--- src/rtl/mandelbrot_mask_histogram_core_defines.svh ---
// ----------------------------------------------------------------------------
// Assertion macros for the Mandelbrot mask histogram core
// Shared concurrent assertion forms, all reporting through $error.
// ----------------------------------------------------------------------------
`ifndef MANDELBROT_MASK_HISTOGRAM_CORE_DEFINES_SVH
`define MANDELBROT_MASK_HISTOGRAM_CORE_DEFINES_SVH

// Implication checked on every clock edge outside reset.
`define MMH_ASSERT_IMPL(label, clk, rst_n, ante, cons, msg) \
    label: assert property (@(posedge clk) disable iff (!rst_n) (ante) |-> (cons)) \
        else $error(msg);

// Next-cycle implication checked outside reset.
`define MMH_ASSERT_NEXT(label, clk, rst_n, ante, cons, msg) \
    label: assert property (@(posedge clk) disable iff (!rst_n) (ante) |=> (cons)) \
        else $error(msg);

`endif

--- src/rtl/mmh_pkg.sv ---
// ----------------------------------------------------------------------------
// mmh_pkg
// Shared types, constants and command codes of the Mandelbrot mask histogram.
// ----------------------------------------------------------------------------
`default_nettype none

package mmh_pkg;

    localparam int MAX_POINTS_DEF  = 8;
    localparam int COORD_BITS_DEF  = 32;
    localparam int CHECK_GROUP_DEF = 4;

    localparam int ITER_BITS  = 16;
    localparam int PIU_BITS   = 4;
    localparam int CMD_BITS   = 2;
    localparam int INDEX_BITS = 8;
    localparam int COUNT_BITS = 32;

    // command / result kind codes
    typedef enum logic [CMD_BITS-1:0] {
        CMD_LOAD = 2'd0,
        CMD_TEST = 2'd1,
        CMD_READ = 2'd2,
        CMD_NONE = 2'd3
    } cmd_t;

    // configuration register indexes
    localparam logic [1:0] REG_ITERATIONS = 2'd0;
    localparam logic [1:0] REG_VERIFY     = 2'd1;
    localparam logic [1:0] REG_POINTS     = 2'd2;

    // request from the controller to the escape engine
    typedef struct packed {
        logic                 start;
        logic [ITER_BITS-1:0] iters;
    } eng_req_t;

    // engine status back to the controller
    typedef struct packed {
        logic busy;
        logic done;
    } eng_sts_t;

endpackage

`default_nettype wire

--- src/rtl/mmh_escape_engine.sv ---
// ----------------------------------------------------------------------------
// mmh_escape_engine
// Computes the member mask of all points in use for one offset, one point at
// a time, with one shared multiplier used three times per iteration.
// ----------------------------------------------------------------------------
`default_nettype none

module mmh_escape_engine #(
    parameter int MAX_POINTS  = mmh_pkg::MAX_POINTS_DEF,
    parameter int COORD_BITS  = mmh_pkg::COORD_BITS_DEF,
    parameter int CHECK_GROUP = mmh_pkg::CHECK_GROUP_DEF
) (
    input  wire logic                                clk,
    input  wire logic                                rst_n,
    input  wire mmh_pkg::eng_req_t                   req,
    input  wire logic [mmh_pkg::PIU_BITS-1:0]        points_in_use,
    input  wire logic signed [COORD_BITS-1:0]        off_re,
    input  wire logic signed [COORD_BITS-1:0]        off_im,
    // point memory write side
    input  wire logic                                pt_we,
    input  wire logic [mmh_pkg::INDEX_BITS-1:0]      pt_waddr,
    input  wire logic signed [COORD_BITS-1:0]        pt_wre,
    input  wire logic signed [COORD_BITS-1:0]        pt_wim,
    output      mmh_pkg::eng_sts_t                   sts,
    output      logic [MAX_POINTS-1:0]               mask
);

    localparam int FRAC  = COORD_BITS - 4;
    localparam int PIDX  = (MAX_POINTS > 1) ? $clog2(MAX_POINTS) : 1;
    localparam int PCNT  = $clog2(MAX_POINTS + 1);
    localparam int VW    = COORD_BITS + 4;        // working value width
    localparam int UW    = COORD_BITS;            // operand magnitude width
    localparam int GW    = mmh_pkg::ITER_BITS + 1;
    localparam int GPW   = (CHECK_GROUP > 1) ? $clog2(CHECK_GROUP) : 1;

    typedef enum logic [6:0] {
        S_IDLE  = 7'b000_0001,
        S_RD    = 7'b000_0010,
        S_INIT  = 7'b000_0100,
        S_MXX   = 7'b000_1000,
        S_MYY   = 7'b001_0000,
        S_MXY   = 7'b010_0000,
        S_UPD   = 7'b100_0000
    } state_t;

    state_t state_reg, state_next;

    // point memory, one synchronous read port, reset cleared by valid bits
    logic signed [COORD_BITS-1:0] pre_mem [MAX_POINTS];
    logic signed [COORD_BITS-1:0] pim_mem [MAX_POINTS];
    logic [MAX_POINTS-1:0]        pvalid_reg;
    logic signed [COORD_BITS-1:0] rd_re_reg, rd_im_reg;
    logic                         rd_v_reg;
    logic [PIDX-1:0]              pidx_reg, pidx_next;
    logic [PCNT-1:0]              npts;
    logic                         wr_ok;

    assign wr_ok = pt_we && ({{(32-mmh_pkg::INDEX_BITS){1'b0}}, pt_waddr} < MAX_POINTS);

    always_ff @(posedge clk)
    begin
        if (wr_ok)
        begin
            pre_mem[pt_waddr[PIDX-1:0]] <= pt_wre;
            pim_mem[pt_waddr[PIDX-1:0]] <= pt_wim;
        end
        rd_re_reg <= pre_mem[pidx_reg];
        rd_im_reg <= pim_mem[pidx_reg];
    end

    always_ff @(posedge clk or negedge rst_n)
    begin
        if (!rst_n)
        begin
            pvalid_reg <= '0;
            rd_v_reg   <= 1'b0;
        end
        else
        begin
            if (wr_ok)
                pvalid_reg[pt_waddr[PIDX-1:0]] <= 1'b1;
            rd_v_reg <= pvalid_reg[pidx_reg];
        end
    end

    // clamp the point count
    always_comb
    begin
        if ({{(32-mmh_pkg::PIU_BITS){1'b0}}, points_in_use} > MAX_POINTS)
            npts = PCNT'(MAX_POINTS);
        else
            npts = PCNT'(points_in_use);
    end

    // iteration datapath registers
    logic signed [VW-1:0] cx_reg, cy_reg, cx_next, cy_next;
    logic signed [VW-1:0] x_reg, y_reg, x_next, y_next;
    logic signed [VW-1:0] xx_reg, yy_reg, xy_reg, xx_next, yy_next, xy_next;
    logic [GW-1:0]        n_reg, n_next;
    logic [GPW-1:0]       grp_reg, grp_next;
    logic [mmh_pkg::ITER_BITS-1:0] iters_reg, iters_next;
    logic [MAX_POINTS-1:0] mask_reg, mask_next;
    logic                 done_reg, done_next;

    // shared multiplier: magnitude product, truncated toward zero
    // (values stay below 16 in magnitude, so magnitudes fit in UW bits)
    logic signed [VW-1:0] ma, mb, mres;
    logic [UW-1:0]        ua, ub;
    logic [2*UW-1:0]      uprod;
    logic [VW-1:0]        ushift;
    logic                 mneg;

    always_comb
    begin
        case (state_reg)
            S_MXX:   begin ma = x_reg;  mb = x_reg; end
            S_MYY:   begin ma = y_reg;  mb = y_reg; end
            S_MXY:   begin ma = x_reg <<< 1; mb = y_reg; end
            default: begin ma = x_reg;  mb = x_reg; end
        endcase
        mneg   = ma[VW-1] ^ mb[VW-1];
        ua     = ma[VW-1] ? UW'(-ma) : UW'(ma);
        ub     = mb[VW-1] ? UW'(-mb) : UW'(mb);
        uprod  = (2*UW)'(ua) * (2*UW)'(ub);
        ushift = VW'(uprod >> FRAC);
        mres   = mneg ? -$signed(ushift) : $signed(ushift);
    end

    localparam logic signed [VW-1:0] LIM  = VW'(2) <<< FRAC;
    localparam logic signed [VW-1:0] FOUR = VW'(4) <<< FRAC;

    logic signed [COORD_BITS-1:0] pt_re, pt_im;
    logic signed [VW-1:0] sre, sim, nx, ny;
    logic signed [VW:0]   mag;
    logic                 in_range, cnt_done, last_pt, pt_end;

    always_comb
    begin
        pt_re = rd_v_reg ? rd_re_reg : '0;
        pt_im = rd_v_reg ? rd_im_reg : '0;
        sre = VW'(pt_re) + VW'(off_re);
        sim = VW'(pt_im) + VW'(off_im);
        nx  = xx_reg - yy_reg + cx_reg;
        ny  = xy_reg + cy_reg;
        mag = (VW+1)'(xx_reg) + (VW+1)'(mres);
        in_range = !(sre > LIM || sre < -LIM || sim > LIM || sim < -LIM);
        // count rounded up to a whole group
        cnt_done = (n_reg >= GW'(iters_reg)) && (grp_reg == '0);
        last_pt  = ((PCNT'(pidx_reg) + 1'b1) == npts);
    end

    always_comb
    begin
        state_next = state_reg;
        pidx_next  = pidx_reg;
        cx_next = cx_reg; cy_next = cy_reg; x_next = x_reg; y_next = y_reg;
        xx_next = xx_reg; yy_next = yy_reg; xy_next = xy_reg;
        n_next = n_reg; grp_next = grp_reg; iters_next = iters_reg;
        mask_next  = mask_reg;
        done_next  = 1'b0;
        pt_end     = 1'b0;
        case (state_reg)
            S_IDLE:
            begin
                if (req.start)
                begin
                    pidx_next  = '0;
                    mask_next  = '0;
                    iters_next = req.iters;
                    if (npts == '0)
                        done_next = 1'b1;
                    else
                        state_next = S_RD;
                end
            end
            S_RD:
                state_next = S_INIT;
            S_INIT:
            begin
                cx_next = sre; cy_next = sim; x_next = sre; y_next = sim;
                n_next   = '0;
                grp_next = '0;
                if (iters_reg == '0)
                begin
                    // no iteration: every point is a member
                    mask_next[pidx_reg] = 1'b1;
                    pt_end = 1'b1;
                end
                else if (!in_range)
                    pt_end = 1'b1;
                else
                    state_next = S_MXX;
            end
            S_MXX:
            begin
                xx_next = mres;
                state_next = S_MYY;
            end
            S_MYY:
            begin
                yy_next = mres;
                // escape is only checked after an update
                if (n_reg != '0 && mag > (VW+1)'(FOUR))
                    pt_end = 1'b1;
                else if (cnt_done)
                begin
                    mask_next[pidx_reg] = 1'b1;
                    pt_end = 1'b1;
                end
                else
                    state_next = S_MXY;
            end
            S_MXY:
            begin
                xy_next = mres;
                state_next = S_UPD;
            end
            S_UPD:
            begin
                x_next = nx;
                y_next = ny;
                n_next = n_reg + 1'b1;
                grp_next = (grp_reg == GPW'(CHECK_GROUP - 1)) ? '0 : grp_reg + 1'b1;
                state_next = S_MXX;
            end
            default:
                state_next = S_IDLE;
        endcase
        // move on to the next point or finish
        if (pt_end)
        begin
            if (last_pt)
            begin
                done_next  = 1'b1;
                state_next = S_IDLE;
            end
            else
            begin
                pidx_next  = pidx_reg + 1'b1;
                state_next = S_RD;
            end
        end
    end

    always_ff @(posedge clk or negedge rst_n)
    begin
        if (!rst_n)
        begin
            state_reg <= S_IDLE;
            pidx_reg  <= '0;
            mask_reg  <= '0;
            done_reg  <= 1'b0;
            n_reg     <= '0;
            grp_reg   <= '0;
            iters_reg <= '0;
        end
        else
        begin
            state_reg <= state_next;
            pidx_reg  <= pidx_next;
            mask_reg  <= mask_next;
            done_reg  <= done_next;
            n_reg     <= n_next;
            grp_reg   <= grp_next;
            iters_reg <= iters_next;
        end
    end

    always_ff @(posedge clk)
    begin
        cx_reg <= cx_next; cy_reg <= cy_next;
        x_reg  <= x_next;  y_reg  <= y_next;
        xx_reg <= xx_next; yy_reg <= yy_next; xy_reg <= xy_next;
    end

    assign sts  = '{busy: (state_reg != S_IDLE), done: done_reg};
    assign mask = mask_reg;

endmodule

`default_nettype wire

--- config.mk ---
export PLATFORM = sky130hd
export DESIGN_NAME = mmh_escape_engine
export DESIGN_NICKNAME = d
export VERILOG_FILES = /design/src/rtl/mandelbrot_mask_histogram_core_defines.svh /design/src/rtl/mmh_pkg.sv /design/src/rtl/mmh_escape_engine.sv
export SDC_FILE = /design/constraint.sdc
export NUM_CORES = 2
export LEC_CHECK = 0
export ABC_AREA = 1
export BUFFER_PORTS_ARGS = -buffer_cell sky130_fd_sc_hd__buf_2
export CAP_MARGIN = 10
export CELL_PAD_IN_SITES_DETAIL_PLACEMENT = 1
export CELL_PAD_IN_SITES_GLOBAL_PLACEMENT = 1
export CORE_MARGIN = 3
export CORE_UTILIZATION = 25
export CTS_CLUSTER_DIAMETER = 100
export DETAILED_ROUTE_END_ITERATION = 16
export HOLD_SLACK_MARGIN = 0.12
export PLACE_DENSITY = 0.46
export SKIP_CTS_REPAIR_TIMING = 1
export SYNTH_ARGS = -nofsm -noshare
export SYNTH_HDL_FRONTEND = slang
export SYNTH_SLANG_ARGS = --single-unit
export TNS_END_PERCENT = 50
--- constraint.sdc ---
create_clock -name clk -period 13.94 [get_ports clk]
set_input_delay 0 -clock clk [delete_from_list [all_inputs] [get_ports clk]]
set_output_delay 0 -clock clk [all_outputs]
set_load 0.03 [all_outputs]
Word level (Yosys, flattened, before mapping)
Memories as Yosys holds them, arrays and structs flattened. A register that Yosys moved wholly into a read port is not among the register bits.
Cells that the tools add are included.
{"block": "totals", "register_bits": 309, "ramBits": 512, "input_bits": 160, "output_inout_bits": 10, "elab_cells": 134, "n_memories": 2}
{"block": "classes", "n_addsub": 13, "mul": 1, "n_lt_le_gt_ge": 12, "n_eq_ne": 20, "mux": 49, "n_bitwise": 3, "reduce_logical": 18}
{"name": "pim_mem", "depth": 8, "word_bits": 32, "read_ports": 1, "rd_clocked_by_memory_dff": 1, "wr": 1, "line": "mmh_escape_engine.sv:50", "rtl": "logic signed [COORD_BITS-1:0] pim_mem [MAX_POINTS];"}
{"name": "pre_mem", "depth": 8, "word_bits": 32, "read_ports": 1, "rd_clocked_by_memory_dff": 1, "wr": 1, "line": "mmh_escape_engine.sv:49", "rtl": "logic signed [COORD_BITS-1:0] pre_mem [MAX_POINTS];"}
{"operator": "$pmux W36 S2", "n": 3}
{"operator": "$mux W32", "n": 4}
{"operator": "$add A36 B33 Y36", "n": 2}
{"operator": "$mux W36", "n": 2}
{"operator": "$add A32 B32 Y33", "n": 2}
{"operator": "$gt A33 B31 Y1 const B", "n": 2}
{"operator": "$lt A33 B30 Y1 const B", "n": 2}
{"operator": "$mul A32 B32 Y64", "n": 1}
{"operator": "$neg A32 Y32", "n": 2}
{"operator": "$mux W7", "n": 7}
{"operator": "$pmux W7 S7", "n": 1}
{"operator": "$add A36 B36 Y37", "n": 1}
{"operator": "$gt A37 B32 Y1 const B", "n": 1}
{"operator": "$neg A36 Y36", "n": 1}
{"operator": "$sub A36 B36 Y36", "n": 1}
{"operator": "$pmux W17 S2", "n": 1}
{"operator": "$mux W8", "n": 4}
{"operator": "$pmux W8 S3", "n": 1}
{"operator": "$ne A3 B3 Y1 const B", "n": 6}
{"operator": "$add A17 B1 Y17 const B", "n": 1}
{"operator": "$ge A17 B16 Y1", "n": 1}
{"operator": "$reduce_bool A17 Y1", "n": 1}
{"operator": "$logic_not A16 Y1", "n": 1}
{"operator": "$or A8 B8 Y8", "n": 2}
{"operator": "37 further kinds", "n": 66}

Depth between registers and ports, before layout
{"block": "depth", "depth_word": 15, "depth_mapped": 88, "depth_no_buf": 86}

Least setup slack after synthesis
Ideal clock, no wire load.
{"block": "synth_path", "kind": "register to register", "startpoint": "register state_reg[2]", "endpoint": "register done_reg", "setup_ns": 0.130, "arrival_time_ns": 11.983, "required_time_ns": 13.810, "slack_ns": 1.827, "stages_incl_launch_ff": 79, "path_buffers": 3, "synth_period_minus_slack_ns": 12.113, "path_cell_list": "dfrtp_1 > inv_1 > nand2_2 > nor2_4 > nand2_2 > buf_4 > nand3_1 > nand2_2 > nand2_2 > clkbuf_1 > ha_1 > inv_1 > nor2_1 > inv_1 > nor2_1 > inv_1 > nor2_1 > inv_1 > [43 not listed] > nand2_1 > nor2_1 > inv_1 > nor4_1 > o21ai_0 > nand3_1 > nand2_1 > nand2_1 > nand2_1 > o21ai_0 > nor3b_1 > nand3_1 > nand3_1 > nand2_1 > nand2_1 > nand2_1 > nand2_1 > o21ai_0"}
{"block": "synth_between", "elab_chain_cells": 14, "elab_cells_between_ends": 23, "cone_classes": "4 x add/sub; 1 x mul; 1 x order compare; 4 x eq/ne; 10 x mux; 1 x bitwise; 2 x reduce/logical"}
{"item": "start: declaration", "line": "mmh_escape_engine.sv:46", "rtl": "state_t state_reg, state_next;"}
{"item": "start signal: assignment", "line": "mmh_escape_engine.sv:259", "rtl": "state_reg <= state_next;"}
{"item": "$eq A7 B5 Y1 or $eq A7 B6 Y1 (tied branches)", "line": "mmh_escape_engine.sv:115", "rtl": "case (state_reg)"}
{"item": "$reduce_or A2 Y1 (no source line)"}
{"item": "$mux W36", "line": "mmh_escape_engine.sv:115"}
{"item": "$neg A32 Y32", "line": "mmh_escape_engine.sv:123", "rtl": "ub = mb[VW-1] ? UW'(-mb) : UW'(mb);"}
{"item": "$mux W32", "line": "mmh_escape_engine.sv:123"}
{"item": "$mul A32 B32 Y64", "line": "mmh_escape_engine.sv:124", "rtl": "uprod = (2*UW)'(ua) * (2*UW)'(ub);"}
{"item": "$neg A36 Y36", "line": "mmh_escape_engine.sv:126", "rtl": "mres = mneg ? -$signed(ushift) : $signed(ushift);"}
{"item": "$mux W36 *", "line": "mmh_escape_engine.sv:126"}
{"item": "via mres[20]", "line": "mmh_escape_engine.sv:107", "rtl": "logic signed [VW-1:0] ma, mb, mres;"}
{"item": "$add A36 B36 Y37 *", "line": "mmh_escape_engine.sv:145", "rtl": "mag = (VW+1)'(xx_reg) + (VW+1)'(mres);"}
{"item": "$gt A37 B32 Y1 *", "line": "mmh_escape_engine.sv:203", "rtl": "if (n_reg != '0 && mag > (VW+1)'(FOUR))"}
{"item": "$logic_and A1 B1 Y1 *", "line": "mmh_escape_engine.sv:203"}
{"item": "$mux W1 *", "line": "mmh_escape_engine.sv:203"}
{"item": "$pmux W1 S2 *", "line": "mmh_escape_engine.sv:162", "rtl": "case (state_reg)"}
{"item": "$mux W1 *", "line": "mmh_escape_engine.sv:230", "rtl": "if (pt_end)"}
{"item": "via done_next", "line": "mmh_escape_engine.sv:103", "rtl": "logic done_reg, done_next;"}
{"item": "end signal: assignment", "line": "mmh_escape_engine.sv:262", "rtl": "done_reg <= done_next;"}
{"item": "end: declaration", "line": "mmh_escape_engine.sv:103"}
The timed path passes the listed nets; every way through them passes the cells marked *.
A chain may end at the register's enable or synchronous reset.

Worst setup path in the final report
{"block": "layout_path", "startpoint": "register state_reg[6]", "endpoint": "register pidx_reg[0]"}
{"block": "layout_between", "elab_chain_cells": 14, "elab_cells_between_ends": 23, "cone_classes": "4 x add/sub; 1 x mul; 1 x order compare; 4 x eq/ne; 10 x mux; 1 x bitwise; 2 x reduce/logical"}
{"item": "$eq A7 B5 Y1 or $eq A7 B6 Y1 (tied branches)", "line": "mmh_escape_engine.sv:115"}
{"item": "$reduce_or A2 Y1 (no source line)"}
{"item": "$mux W36", "line": "mmh_escape_engine.sv:115"}
{"item": "$neg A32 Y32", "line": "mmh_escape_engine.sv:123"}
{"item": "$mux W32", "line": "mmh_escape_engine.sv:123"}
{"item": "$mul A32 B32 Y64", "line": "mmh_escape_engine.sv:124"}
{"item": "$neg A36 Y36", "line": "mmh_escape_engine.sv:126"}
{"item": "$mux W36 *", "line": "mmh_escape_engine.sv:126"}
{"item": "via mres[19]", "line": "mmh_escape_engine.sv:107"}
{"item": "$add A36 B36 Y37 *", "line": "mmh_escape_engine.sv:145"}
{"item": "$gt A37 B32 Y1 *", "line": "mmh_escape_engine.sv:203"}
{"item": "$logic_and A1 B1 Y1 *", "line": "mmh_escape_engine.sv:203"}
{"item": "$mux W1 *", "line": "mmh_escape_engine.sv:203"}
{"item": "$pmux W1 S2 *", "line": "mmh_escape_engine.sv:162"}
{"item": "$mux W3 *", "line": "mmh_escape_engine.sv:230"}
{"item": "via pidx_next[0]", "line": "mmh_escape_engine.sv:54", "rtl": "logic [PIDX-1:0] pidx_reg, pidx_next;"}
{"item": "end signal: assignment", "line": "mmh_escape_engine.sv:260", "rtl": "pidx_reg <= pidx_next;"}
{"item": "end: declaration", "line": "mmh_escape_engine.sv:54"}
Marks and branches as above.

==> results.py <==
metrics = {
    "die": {
        "std_cell_rows": 204,
        "core_sq_um": 310000,
        "dieArea_sq_um": 319000,
        "ios": 170,
        "die_w_um": 565,
        "initial_core_util_pct": 25.2,
        "die_y_um": 565,
    },
    "placement": {
        "gp_congestion": 0.931,
        "dp_hpwl_mm": 292,
        "dp_slack_ns": -1.33,
        "placed_cells": 13800,
        "port_buffers": 169,
    },
    "sta": {
        "slew_headroom_pct": 28.5,
        "fmax_mhz": 73.5,
        "setup_slack_ns": 0.329,
        "rsz0062_at_grt": "true",
        "finalCritPeriodShare_pct": 97.6,
        "tightest_slew_ns": 1.06,
        "fin_skew_ns": 0.0548,
        "hold_viol": 0,
        "report.final.slew_viol_count": 0,
        "setup_viol": 0,
        "fin_crit_ns": 13.61,
    },
    "detailed_routing": {
        "num_vias": 65500,
        "routedWlPerCell_um": 24.7,
        "drcViolationCount": 0,
        "drtPass1Iterations": 5,
        "wl_mm": 354,
        "drtIter0Drc": 3425,
        "postRouteAntennaNets": 0,
        "via_per_inst": 4.58,
    },
    "synth": {
        "synth_top_area_cell": "edfxtp_1",
        "ys_seq_elements": 880,
        "synthFlopType": "edfxtp_1",
        "syn-cell-area_sq_um": 78200,
        "netlist_top_cells_area": "edfxtp_1, fa_1, inv_1",
        "syn-num-nets": 10100,
        "async_flop_share_pct": 7.16,
        "avgSynthCellArea_sq_um": 9.12,
        "synth_warnings": 0,
        "syn_inst": 8568,
        "netlist.area_leader.share_pct": 28.9,
        "yosysSeqAreaShare_pct": 32.6,
        "ys_types": 73,
        "synth_edf_count": 753,
    },
    "worst_setup_path": {
        "cp_common_cell": "nand2_2",
        "rr_startpoint": "state_reg[6]",
        "crit_type": "flop to flop",
        "cp-start-kind": "flop",
        "endpoint_kind": "flop",
        "startpoint": "state_reg[6]",
        "crit_slowest_cell": "fa_2",
        "worstPathRequired_ns": 14.54,
        "cp_max_fo": 7,
        "cpPeakStageDelay_ns": 0.58,
        "worstPathArrival_ns": 14.21,
    },
    "final_layout": {
        "syn2layout_area_growth_pct": 32.0,
        "layout.nets": 11600,
        "multiInputGateArea_sq_um": 48600,
        "layout_commonest_cell": "inv_1",
        "final_cells": 14300,
        "final_cell_mix": "inv_1, nand2_1, buf_4",
        "num-fill-cells": 35700,
        "layout-drive-gt1-share_pct": 23.5,
        "regArea_sq_um": 25500,
    },
    "grt": {
        "grt_overflow_total": 0,
        "grt_pass1_vias": 72000,
        "gr-usage-all-layers_pct": 21.8,
        "antenna_found_initial": 37,
        "grt_pass1_wl_mm": 505,
        "grt_max_degree": 74,
    },
    "run": {
        "cap_violations": 0,
    },
    "clock_network": {
        "cts_tree": "yes",
        "cts_htree_levels": 3,
        "cts_buffers": 92,
        "path_clk_slew_ns": 0.06,
        "clk_latency_ns": 0.73,
        "clock_sink_count": 880,
        "clk_path_buf_depth": 3,
        "clockRootBuffer": "clkbuf_16",
    },
    "worst_hold_path": {
        "hold_class": "input pin to flop",
        "min_from": "points_in_use[0]",
    },
    "run_status": {
        "status": "completed",
    },
}
-- Yosys cell counts (18+ instances only) --
master and count:
nand4_1 118, a21o_1 28, nor2_1 1017, ha_1 456, buf_2 45, nand2_1 1592, inv_1 1616, nor3_1 62
nand3_1 191, nor4_1 29, o21a_1 22, nand3b_1 18, nand2_2 26, a221oi_1 65, o21ai_0 358, o21bai_1 20
inv_2 18, clkbuf_1 187, or2_2 24, fa_1 934, edfxtp_1 753, dfrtp_1 62, a21oi_1 349, dfxtp_1 64
a22o_1 42, a22oi_1 70, a31oi_1 32, xor2_1 119, xnor2_1 72
-- kinds of logic after synthesis --
logic type / Yosys count / share of synthesized area [%]
and+or+nand+nor: 3124 / 16.4
adders and majority gates: 1390 / 31.2
DFF: 880 / 32.6
AOI/OAI and AO/OA: 1063 / 8.10
buffers and inverters: 1918 / 9.48
xor gates and xnor gates: 193 / 2.18
-- through the flow --
step           TNS, ns  util, %  instance area (sq um)  hold WS (ns)
2_1_floorplan        0        -                  78200        -0.296
3_3_place_gp    -17.27     30.4                  94100         0.216
3_5_place_dp    -17.38     30.4                  94100         0.222
4_1_cts         -19.09     31.4                  97200        -0.579
5_1_grt          -2.50     33.3                 103000         0.105
6_report             0     33.3                 103000        0.0673
-- critical path: cells and delay by family (launching register included) --
kind | cells | cell delay [ns]
flip-flops | 1 | 0.41
XOR/XNOR | 1 | 0.29
adder cells (fa/ha/maj) | 10 | 4.50
AND/OR/NAND/NOR | 43 | 4.85
buffers and inverters | 20 | 2.12
AO/OA/AOI/OAI | 8 | 1.25
-- worst paths after layout --
kind / endpoint / slack [ns] / cells after the start
max: pidx_reg[0] / 0.33 / 82
min reg2reg: rd_im_reg[31] / 0.45 / 2
max reg2reg: pidx_reg[0] / 0.33 / 82
max in group asynchronous: state_reg[6] / 12.77 / 4
min: state_reg[1] / 0.07 / 8
min in group asynchronous: pvalid_reg[4] / 0.54 / 4
-- cell type report --
| class | count | area share [%] |
|---|---|---|
| clock buffer | 121 | 2.43 |
| antenna | 20 | 0.0485 |
| multi-input combinational | 5770 | 47.1 |
| timing repair buffer | 1700 | 14.1 |
| inverter | 1650 | 6.04 |
| sequential | 880 | 24.7 |
| tap | 4120 | 5.00 |
| clock inverter | 51 | 0.586 |
-- per-layer routing --
metal	track usage, %	up-vias	part of all wire, %
li1	-	30300	-
met1	26.5	33700	41
met2	39.5	1031	51
met3	2.25	407	3.1
met4	8.40	18	4.5
met5	0	-	0.035
Power is left out: the tool's default activity adds up to more than one toggle a clock period on the data nets, which glitch-free logic cannot reach.
